$ cat config.mk
export PLATFORM = sky130hd
export DESIGN_NAME = hidb_hash
export DESIGN_NICKNAME = d
export VERILOG_FILES = /design/src/rtl/hidb_pkg.sv /design/src/rtl/hidb_hash.sv
export SDC_FILE = /design/constraint.sdc
export NUM_CORES = 1
export LEC_CHECK = 0
export ABC_CLOCK_PERIOD_IN_PS = 4950
export BUFFER_PORTS_ARGS = -buffer_cell sky130_fd_sc_hd__buf_2
export CAP_MARGIN = 40
export CORE_MARGIN = 1
export CORE_UTILIZATION = 40
export CTS_CLUSTER_DIAMETER = 50
export DETAILED_ROUTE_END_ITERATION = 8
export GPL_ROUTABILITY_DRIVEN = 1
export PLACE_DENSITY = 0.67
export SYNTH_ARGS = -nofsm -noshare
export SYNTH_HDL_FRONTEND = slang
export SYNTH_SLANG_ARGS = --single-unit
$ cat constraint.sdc
create_clock -name clock -period 4.95 [get_ports clock]
set_input_delay 0.2475 -clock clock [delete_from_list [all_inputs] [get_ports clock]]
set_output_delay 0.2475 -clock clock [all_outputs]
set_load 0.05 [all_outputs]
$ cat src/rtl/hidb_pkg.sv
// ============================================================================
// Dispatcher package
// Constants, hash function and shared types for the key dispatcher.
// ============================================================================
`timescale 1ns / 1ps
package hidb_pkg;
   localparam int MaxRanksDefault = 32;
   localparam int MaxUnitsDefault = 64;
   localparam int CountBitsDefault = 16;
   localparam logic [63:0] Seed0 = 64'hAAAAAAAA55555555 * 64'hB5B5B5B54B4B4B4B;
   localparam logic [63:0] Seed1 = 64'h33333333CCCCCCCC * 64'hAA55AA5555335533;

   typedef enum logic [1:0] {
      CSR_RANK_COUNT = 2'd0,
      CSR_UNITS_PER_RANK = 2'd1,
      CSR_BATCH_LIMIT = 2'd2
   } csr_index_type;

   typedef enum logic [1:0] {
      CLR_IDLE = 2'd0,
      CLR_SWEEP = 2'd1
   } clear_state_type;

   // First mixing round; kprod is the low 64 bits of key times the seed shifted right by 3.
   function automatic logic [63:0] mix_front(input logic [63:0] key, input logic [63:0] kprod,
                                             input logic [63:0] s);
      logic [63:0] h;
      h = s;
      h = h ^ ((h << 7) ^ kprod ^ (~((h << 11) + (key ^ (h >> 5)))));
      h = (~h) + (h << 21);
      h = h ^ (h >> 24);
      return h;
   endfunction

   function automatic logic [63:0] mix_mid(input logic [63:0] hi);
      logic [63:0] h;
      h = hi * 64'd265;
      h = h ^ (h >> 14);
      return h;
   endfunction

   function automatic logic [63:0] mix_back(input logic [63:0] hi);
      logic [63:0] h;
      h = hi * 64'd21;
      h = h ^ (h >> 28);
      h = h + (h << 31);
      return h;
   endfunction
endpackage

$ cat src/rtl/hidb_hash.sv
// ============================================================================
// Dispatcher hash pipeline
// Four-stage mix of the key under one seed, then fastrange on the low word.
// ============================================================================
`timescale 1ns / 1ps
module hidb_hash
   import hidb_pkg::*;
#(
   parameter logic [63:0] SEED = 64'd0,
   parameter int RANGE_BITS = 7
) (
   input  logic clock,
   input  logic advance,
   input  logic [63:0] key_value,
   input  logic [RANGE_BITS-1:0] range,
   output logic [RANGE_BITS-1:0] picked
);
   localparam logic [63:0] SeedShift = SEED >> 3;

   logic [63:0] mul_lo_ff, mul_lo_in, xs_ff;
   logic [31:0] mul_hi_ff, mul_hi_in;
   logic [63:0] s1_ff, s2_ff, s3_ff;
   logic [31+RANGE_BITS:0] prod;

   // The low 64 bits of key times the shifted seed come from three 32-bit partial products.
   assign mul_lo_in = 64'(key_value[31:0]) * 64'(SeedShift[31:0]);
   assign mul_hi_in = key_value[31:0] * SeedShift[63:32] + key_value[63:32] * SeedShift[31:0];

   always_ff @(posedge clock) begin
      if (advance) begin
         mul_lo_ff <= mul_lo_in;
         mul_hi_ff <= mul_hi_in;
         xs_ff <= key_value;
         s1_ff <= mix_front(xs_ff, mul_lo_ff + {mul_hi_ff, 32'd0}, SEED);
         s2_ff <= mix_mid(s1_ff);
         s3_ff <= mix_back(s2_ff);
      end
   end

   assign prod = s3_ff[31:0] * range;
   assign picked = prod[31+RANGE_BITS:32];
endmodule

==> results of run 1 <==
-- area by class of cell --
| type | instances | share of cell area |
|---|---|---|
| Inverter | 744 | 0.0820 |
| Timing Repair Buffer | 243 | 0.0555 |
| Tap cell | 959 | 0.0352 |
| Sequential cell | 220 | 0.194 |
| Clock inverter | 20 | 0.00761 |
| Clock buffer | 32 | 0.0210 |
| Multi-Input combinational cell | 2156 | 0.605 |
-- metal layers --
metal	vias to the layer above	global-route usage
met2	360	0.330
met5	-	0
met3	103	0.0144
met1	10045	0.226
met4	0	0.0605
li1	10833	-
-- sequential cells by signal, summed over array words and instances, names as in the netlist --
register and flops:
s1_ff 64, s2_ff 60, xs_ff 64, s3_ff 32
-- how the worst min path moves through the flow --
stage	startpoint	endpoint	slack (ns)	cells after the start
after CTS	advance	xs_ff[61]$_DFFE_PP_	0.22	1
after detailed placement	key_value[15]	xs_ff[15]$_DFFE_PP_	0.43	1
after global placement	key_value[50]	xs_ff[50]$_DFFE_PP_	0.42	1
after global routing	advance	xs_ff[61]$_DFFE_PP_	0.25	1
after floorplan	key_value[0]	xs_ff[0]$_DFFE_PP_	0.35	0
final	advance	xs_ff[61]$_DFFE_PP_	0.23	1
-- metrics by stage --
stage,utilization,setup TNS [ns]
CTS,0.458,-7.15
global placement,0.435,-4.00
detailed placement,0.435,-4.13
finish,0.463,-6.74
floorplan,-,-0.441
global route,0.463,-8.32
-- worst max-delay path, cell delays in order (launching register included) --
cell       delay (ns)
edfxtp_1         0.48
and2_4           0.19
fa_1             0.47
fa_1             0.50
fa_1             0.49
inv_1            0.05
fa_1             0.51
inv_2            0.05
ha_4             0.23
a21o_1           0.16
a21o_1           0.23
a2111oi_4        0.19
o211ai_1         0.20
a211oi_2         0.25
buf_4            0.16
nor3_4           0.05
o211ai_1         0.25
nand2b_1         0.22
a41oi_4          0.25
xnor2_4          0.15
buf_6            0.17
-- timing repair --
action / in CTS / in global routing
buffers inserted: 4 / 11
setup endpoints to repair: 7 / 10
endpoints found under the hold margin: 64 / 0
pin swaps: 13 / 63
resized for setup: 23 / 69
hold buffers: 64 / 0
-- kinds of logic (layout without fill, tap and decap cells) --
family | after synthesis | count (layout) | share of synthesized area
AND/OR/NAND/NOR | 609 | 609 | 0.108
XOR/XNOR | 288 | 288 | 0.0870
buffers and inverters | 830 | 1039 | 0.106
flip-flops | 220 | 220 | 0.221
adder cells (fa/ha/maj) | 699 | 699 | 0.357
AO/OA/AOI/OAI | 559 | 559 | 0.121
multiplexers | 1 | 1 | 0.000376
-- synthesized netlist by cell type (16+ instances only) --
| cell type | count |
|---|---|
| a21oi_1 | 195 |
| nand2_1 | 144 |
| fa_1 | 258 |
| a31oi_1 | 16 |
| inv_1 | 744 |
| edfxtp_1 | 220 |
| ha_1 | 441 |
| nor3_1 | 17 |
| a21o_1 | 101 |
| nand4_1 | 50 |
| nand3_1 | 34 |
| xnor2_1 | 179 |
| nor2b_1 | 22 |
| nand2b_1 | 27 |
| and2_1 | 183 |
| and3_1 | 21 |
| clkbuf_1 | 68 |
| o21ai_0 | 94 |
| nor2_1 | 81 |
| o21bai_1 | 19 |
| xor2_1 | 101 |
| o21a_1 | 18 |
==> metrics.yaml, run 1 <==
worst_setup_path:
  cp-startpoint: "s3_ff[15]$_DFFE_PP_"
  critPathArrivalTime_ns: 5.80
  rr_worst_depth: 16
  rr_endpoint: "s3_ff[29]$_DFFE_PP_"
  worstSetupEndpointType: "primary output"
  crit_type: "register to primary output"
  worst_r2r_startpoint: "s2_ff[4]$_DFFE_PP_"
  critPathMaxFanout: 5
  r2r_setup_slack_ns: 0.25
  required_ns: 4.70
  worstSetupEndpoint: "picked[6]"
  startpoint_type: "register"
cells_and_area:
  n_antenna_cell: 0
  seq_area_mm2: 0.00661
  nets: 4165
  drive_gt1_frac: 0.101
  multi_input_area_mm2: 0.0206
  n_fill_cell: 6950
  final_common_cell: "inv_1"
  final_cell_mix: "inv_1, ha_1, fa_1"
  stdcell_count: 4374
  area_growth_pct: 13.8
  final_area_mm2: 0.0340
clocking:
  numCtsBuffers: 28
  cts_sinks: 220
  cts_tree: "yes"
  clk_path_buf_depth: 3
  cts-root-buf: "clkbuf_16"
  clk_latency_ns: 0.57
  h-tree-depth: 1
  clk_pin_slew_ns: 0.05
global_routing:
  grt_pass1_vias: 22149
  grt_pass1_wl_mm: 111
  gr-total-overflow: 0
  antenna_found_initial: 0
  globalRouteTotalUtil: 0.182
  grt_max_degree: 99
yosys:
  synth_edf_count: 220
  ys_types: 85
  synthCells: 3206
  yosysWarnings: 0
  syn_nets: 3978
  ys_async_sr_fraction: 0
  ys_seq_elements: 220
  synth_top_flop_cell: "edfxtp_1"
  syn_avg_cell_area_um2: 9.33
  yosysTopAreaCell: "edfxtp_1"
  ys_seq_area_frac: 0.221
  synth_area_mm2: 0.0299
  synth_area_leaders: "edfxtp_1, ha_1, fa_1"
  synth_top_area_share: 0.221
timing:
  setup_violations: 7
  fin_ws_ns: -1.10
  hold_ws_ns: 0.225
  timing.final.crit_share: 1.22
  clock_skew_ns: 0.0134
  timing.fmax_mhz: 165
  fin_crit_ns: 6.05
  worstMarginPinSlew_ns: 0.712
  slew_headroom: 0.522
  hold_viol_final: 0
  drv_slew: 0
  rsz0062_at_grt: "true"
floorplan:
  ios: 80
  start_util: 0.407
  core_mm2: 0.0735
  die_h_um: 275
  die_w_um: 275
  row_count: 99
  die-area_mm2: 0.0759
detailed_routing:
  vias: 21341
  drc: 0
  viasPerCell: 4.88
  drtPass1Iterations: 5
  antenna_left: 0
  topRoutingLayerUsed: "met4"
  wl_met1_mm: 30.7
  first_iter_violations: 1030
  wirelength_mm: 68.3
  wl_per_cell_um: 15.6
  met2WireLength_mm: 33.4
  wl_met3_mm: 1.72
flow_run:
  drv_cap: 0
placement:
  dp.cells: 4244
  dp_slack_ns: -0.782
  port_buffers: 79
  gp_congestion: 0.937
  place_area_mm2: 0.0320
  place_hpwl_mm: 57.4
status:
  status: "finished, violations left"
  violations: "negative setup slack"
min_path:
  hold_path.class: "input port to register"
Power of run 1 is left out: the tool's default activity adds up to more than one toggle a clock period on the data nets, which glitch-free logic cannot reach.
==> run 2, diff against run 1 <==
--- a/config.mk
+++ b/config.mk
@@ -9,10 +9,12 @@
 export BUFFER_PORTS_ARGS = -buffer_cell sky130_fd_sc_hd__buf_2
 export CAP_MARGIN = 40
+export CELL_PAD_IN_SITES_DETAIL_PLACEMENT = 0
+export CELL_PAD_IN_SITES_GLOBAL_PLACEMENT = 2
 export CORE_MARGIN = 1
-export CORE_UTILIZATION = 40
+export CORE_UTILIZATION = 38
 export CTS_CLUSTER_DIAMETER = 50
 export DETAILED_ROUTE_END_ITERATION = 8
 export GPL_ROUTABILITY_DRIVEN = 1
-export PLACE_DENSITY = 0.67
+export PLACE_DENSITY = 0.89
 export SYNTH_ARGS = -nofsm -noshare
 export SYNTH_HDL_FRONTEND = slang
==> constraint.sdc (replaced) <==
create_clock -name clock -period 4.95 [get_ports clock]
set_input_delay 0.7425 -clock clock [delete_from_list [all_inputs] [get_ports clock]]
set_output_delay 0.7425 -clock clock [all_outputs]
set_load 0.05 [all_outputs]
==> run 2 against run 1 <==
The flow still finishes with violations (negative setup slack). Count of clock-buffer cells in the layout grew 2. Via count fell by 0.96%. Maximum frequency shrank 9.2%. Cell area decreased by 1.1%. Core utilization is 3.0 points lower. First-iteration DRC count increased by 2.6%. Routed wire length up 2.7%. Clock skew about the same. Global-route usage decreased by 0.070 points. Setup slack lost 0.61 ns. Sequential cell count stayed put.
==> metrics.yaml, run 2 (synthesis gave the netlist of run 1 again) <==
floorplan:
  die_h_um: 283  # +2.6%
  row_count: 102  # +3.0%
  die-area_mm2: 0.0799  # +5.2%
  start_util: 0.385  # -0.0224
  core_mm2: 0.0777  # +5.8%
  die_w_um: 283  # +2.6%
  ios: 80  # unchanged
cells_and_area:
  area_growth_pct: 12.6
  multi_input_area_mm2: 0.0204  # -0.69%
  final_common_cell: "inv_1"
  seq_area_mm2: 0.00661  # unchanged
  reg_top3: "s1_ff x64, xs_ff x64, s2_ff x60"
  final_area_mm2: 0.0337  # -1.1%
  nets: 4141  # -0.58%
  n_antenna_cell: 0  # unchanged
  drive_gt1_frac: 0.102  # +0.00107
  n_fill_cell: 7678  # +10%
  final_cell_mix: "inv_1, ha_1, fa_1"
flow_run:
  drv_cap: 0  # unchanged
worst_setup_path:
  critPathMaxFanout: 3  # -2
  crit_type: "register to primary output"
  required_ns: 4.21  # -0.49 ns
  startpoint_type: "register"
  worstSetupEndpointType: "primary output"
  worst_r2r_startpoint: "s1_ff[3]$_DFFE_PP_"
  cp-startpoint: "s3_ff[11]$_DFFE_PP_"
  critPathArrivalTime_ns: 5.92  # +0.12 ns
status:
  violations: "negative setup slack"
  status: "finished, violations left"
placement:
  place_hpwl_mm: 60.3  # +5.1%
  place_area_mm2: 0.0323  # +1.1%
  port_buffers: 79  # unchanged
  gp_congestion: 0.913  # -2.5%
global_routing:
  grt_pass1_vias: 22005  # -0.65%
  gr-total-overflow: 0  # unchanged
  grt_pass1_wl_mm: 115  # +3.3%
  antenna_found_initial: 0  # unchanged
  grt_max_degree: 93  # -6.1%
  globalRouteTotalUtil: 0.181  # -0.000699
clocking:
  cts_sinks: 220  # unchanged
  numCtsBuffers: 31  # +11%
  cts-root-buf: "clkbuf_16"
  h-tree-depth: 1  # unchanged
  clk_pin_slew_ns: 0.06  # about the same
  cts_tree: "yes"
  hold_buffers: 0  # -100%
  clk_path_buf_depth: 3  # unchanged
  clk_latency_ns: 0.59  # +0.02 ns
timing:
  hold_viol_final: 0  # unchanged
  drv_slew: 0  # unchanged
  setup_violations: 7  # unchanged
  worstMarginPinSlew_ns: 0.696  # -0.0161 ns
  timing.fmax_mhz: 150  # -9.2%
  fin_ws_ns: -1.71  # -0.613 ns
  fin_crit_ns: 6.66  # +0.613 ns
  rsz0062_at_grt: "true"
  slew_headroom: 0.533  # +0.0108
  clock_skew_ns: 0.0137  # +0.000310 ns
  timing.final.crit_share: 1.35  # +0.124
detailed_routing:
  drtPass1Iterations: 6  # +1
  first_iter_violations: 1057  # +2.6%
  drc: 0  # unchanged
  antenna_left: 0  # unchanged
  wl_per_cell_um: 15.8  # +1.4%
  wirelength_mm: 70.1  # +2.7%
  viasPerCell: 4.77  # -2.2%
  vias: 21136  # -0.96%
min_path:
  hp-start: "key_value[60]"
  hold_path.class: "input port to register"
## run 2: cell types whose count changed in the layout (fill, tap and decap cells not counted), moves of 5 or more
cell,previous run,this run
dlygate4sd3_1,64,0
and2_1,158,171
fa_1,249,254
fa_2,9,4
a21oi_1,186,191
and2_4,25,12
buf_4,93,128
a21oi_2,12,7
## run 2: cell type report
cell class | instances | area share
Clock buffer | 34 | 0.0234
Clock inverter | 19 | 0.00646
Inverter | 744 | 0.0829
Multi-Input combinational cell | 2156 | 0.607
Sequential cell | 220 | 0.196
Tap cell | 1040 | 0.0386
Timing Repair Buffer | 216 | 0.0457
## run 2: routing by layer
metal  part of all wire  GRT usage  vias to the layer above
met5                  0          0                        -
met4              0.053     0.0854                        0
met3              0.024     0.0154                      141
met2               0.48      0.317                      327
met1               0.45      0.225                     9870
li1                   -          -                    10798
## run 2: per-stage QoR
stage | setup slack, ns | cells | hold slack, ns | utilization | setup TNS [ns]
3_3_place_gp | -1.77 | 4358 | 0.604 | 0.415 | -11.37
6_report | -1.71 | 4429 | 0.325 | 0.433 | -10.47
4_1_cts | -1.77 | 4424 | 0.290 | 0.432 | -10.97
3_5_place_dp | -1.80 | 4359 | 0.620 | 0.416 | -11.58
5_1_grt | -2.02 | 4429 | 0.297 | 0.433 | -12.44
2_1_floorplan | -1.04 | 3206 | 0.577 | - | -6.39
## run 2: what timing repair did
action | in CTS | in global routing
gates resized for setup | 43 | 19
buffers inserted | 13 | 7
endpoints found under the setup margin | 7 | 9
pin swaps | 33 | 22
## run 2: worst paths after layout
kind | endpoint | slack (ns) | depth (start not counted)
worst max-delay path | picked[6] | -1.71 | 22
worst min-delay path | xs_ff[60]$_DFFE_PP_ | 0.32 | 1
worst max register to register | s2_ff[49]$_DFFE_PP_ | 0.22 | 16
worst min register to register | s1_ff[2]$_DFFE_PP_ | 0.62 | 2
## run 2: worst max-delay path, cell delays in order, from the launching register on
cell and delay (ns):
edfxtp_1 0.42, buf_6 0.15, and2_4 0.15, fa_2 0.56, fa_2 0.44, fa_1 0.52, inv_2 0.04, fa_1 0.49
inv_1 0.04, ha_2 0.16, a21o_1 0.16, a21o_1 0.19, a2111oi_2 0.33, o211ai_1 0.18, a211oi_1 0.27, buf_4 0.16
nor3_4 0.04, o211ai_1 0.24, nand2b_1 0.18, a41oi_2 0.16, buf_4 0.16, xnor2_4 0.11, buf_6 0.17
Power of run 2 is left out for the same reason.
==> run 3, diff against run 2 <==
- CORE_ASPECT_RATIO: unset -> 0.75
==> run 3 against run 2 <==
The flow still finishes with violations (negative setup slack). Maximum frequency is 1.4% lower. Worst hold slack worse by 0.0018 ns. Via count is 5.4% higher. Count of clock-buffer cells in the layout is 3 lower. First-iteration DRC count is 39% higher.
==> metrics.yaml, run 3 (synthesis gave the netlist of run 1 again) <==
status:
  status: "finished, violations left"
  violations: "negative setup slack"
detailed_routing:
  wirelength_mm: 74.3  # +6.0%
  vias: 22285  # +5.4%
  first_iter_violations: 1465  # +39%
  wl_per_cell_um: 16.7  # +5.7%
  drc: 0  # unchanged
  drtPass1Iterations: 8  # +2
  antenna_left: 0  # unchanged
  viasPerCell: 5.02  # +5.2%
global_routing:
  grt_pass1_wl_mm: 122  # +5.9%
  grt_max_degree: 129  # +39%
  gr-total-overflow: 0  # unchanged
  grt_pass1_vias: 22672  # +3.0%
  antenna_found_initial: 0  # unchanged
  globalRouteTotalUtil: 0.191  # +0.00990
clocking:
  hold_buffers: 0  # unchanged
  clk_latency_ns: 0.60  # about the same
  cts-root-buf: "clkbuf_16"
  clk_path_buf_depth: 3  # unchanged
  h-tree-depth: 1  # unchanged
  clk_pin_slew_ns: 0.06  # about the same
  cts_sinks: 220  # unchanged
  cts_tree: "yes"
  numCtsBuffers: 30  # -3.2%
floorplan:
  start_util: 0.386  # +0.00158
  die-area_mm2: 0.0799  # about the same
  ios: 80  # unchanged
  row_count: 88  # -14%
  die_w_um: 326  # +15%
  die_h_um: 245  # -13%
  core_mm2: 0.0774  # -0.41%
timing:
  timing.final.crit_share: 1.36  # +0.0186
  hold_viol_final: 0  # unchanged
  timing.fmax_mhz: 148  # -1.4%
  drv_slew: 0  # unchanged
  fin_crit_ns: 6.75  # +0.0923 ns
  hold_ws_ns: 0.323  # -0.00182 ns
  rsz0062_at_grt: "true"
  worstMarginPinSlew_ns: 0.871  # +0.176 ns
  fin_ws_ns: -1.80  # -0.0923 ns
  slew_headroom: 0.413  # -0.120
  setup_violations: 7  # unchanged
  clock_skew_ns: 0.0161  # +0.00243 ns
  setup_tns_ns: -11.40  # -0.937 ns
worst_setup_path:
  critPathMaxFanout: 5  # +2
  crit_slowest_cell: "fa_1"
  cp_top_family: "adder cells"
  crit_type: "register to primary output"
  worstSetupPathDepth: 19  # -14%
  crit_path_max_incr_delay_ns: 0.53  # -0.03 ns
  cp_num_buf_inv: 3  # -3
  critPathArrivalTime_ns: 6.01  # +0.09 ns
  crit_chain: "and2_4 > fa_1 > fa_1 > fa_1 > inv_1 > fa_1 > inv_2 > ha_4 > a21o_1 > a21o_4 > a2111oi_4 > o211ai_1 > a211oi_2 > nor3_2 > o211ai_1 > nand2b_1 > a41oi_2 > xnor2_4 > buf_6"
  worstSetupEndpointType: "primary output"
  required_ns: 4.21  # about the same
  startpoint_type: "register"
  rr_worst_depth: 16  # unchanged
  cpMostUsedCell: "fa_1"
cells_and_area:
  final_common_cell: "inv_1"
  area_growth_pct: 13.5
  n_antenna_cell: 0  # unchanged
  reg_top3: "s1_ff x64, xs_ff x64, s2_ff x60"
  multi_input_area_mm2: 0.0206  # +0.54%
  seq_area_mm2: 0.00661  # unchanged
  final_cell_mix: "inv_1, ha_1, fa_1"
  final_util: 0.439  # +0.00526
  n_fill_cell: 7544  # -1.7%
  drive_gt1_frac: 0.117  # +0.0148
  final_area_mm2: 0.0340  # +0.80%
  nets: 4158  # +0.41%
placement:
  place_hpwl_mm: 62.9  # +4.3%
  place_area_mm2: 0.0323  # about the same
  gp_congestion: 0.899  # -1.5%
  port_buffers: 79  # unchanged
min_path:
  hold_path.class: "input port to register"
  hold_path_depth: 1  # unchanged
flow_run:
  drv_cap: 0  # unchanged
-- run 3: cell count changes in the layout (fill, tap and decap cells not counted), sizes merged --
cell      delta
clkinvlp     +1
clkinv       +4
inv          -3
buf         +20
clkbuf       -5
-- run 3: worst paths after layout --
path	startpoint	to	slack (ns)
worst max register to register	s2_ff[4]$_DFFE_PP_	s3_ff[31]$_DFFE_PP_	0.13
worst min-delay path	key_value[26]	xs_ff[26]$_DFFE_PP_	0.32
worst max-delay path	s3_ff[13]$_DFFE_PP_	picked[6]	-1.80
worst min register to register	xs_ff[2]$_DFFE_PP_	s1_ff[2]$_DFFE_PP_	0.65
-- run 3: stage by stage --
| stage | std cells | setup slack [ns] |
|---|---|---|
| 2_1_floorplan | 3206 | -1.04 |
| 3_3_place_gp | 4361 | -1.97 |
| 3_5_place_dp | 4361 | -2.02 |
| 4_1_cts | 4427 | -1.82 |
| 5_1_grt | 4441 | -2.02 |
| 6_report | 4441 | -1.80 |
-- run 3: what timing repair did --
action | 4_1_cts | 5_1_grt
endpoints found under the hold margin | 0 | 0
resized for setup | 46 | 56
setup buffers | 15 | 14
endpoints found under the setup margin | 7 | 13
pin swaps | 32 | 62
-- run 3: worst register-to-register path, delay by kind of cell, from the launching register on --
kind	cells	cell delay, ns
fa+ha+maj	4	1.47
buf+inv	2	0.09
simple gates	2	0.47
compound gates	5	1.06
xor+xnor	3	0.99
flops	1	0.48
-- run 3: metal layers --
metal | track usage | part of all wire | routed length [µm] | vias up
met5 | 0 | 0 | 0 | -
met4 | 0.0251 | 0.012 | 922 | 0
met3 | 0.0386 | 0.073 | 5390 | 53
met2 | 0.277 | 0.40 | 29700 | 508
met1 | 0.295 | 0.52 | 38300 | 10899
li1 | - | - | - | 10825
-- run 3: cell type report --
class	count	share of cell area
inverters	744	0.0822
clock buffers	31	0.0222
flip-flops and latches	220	0.195
repair buffers	234	0.0499
clock inverters	21	0.00759
multi-input cells	2156	0.605
well taps	1035	0.0381
Power of run 3 is left out for the same reason.
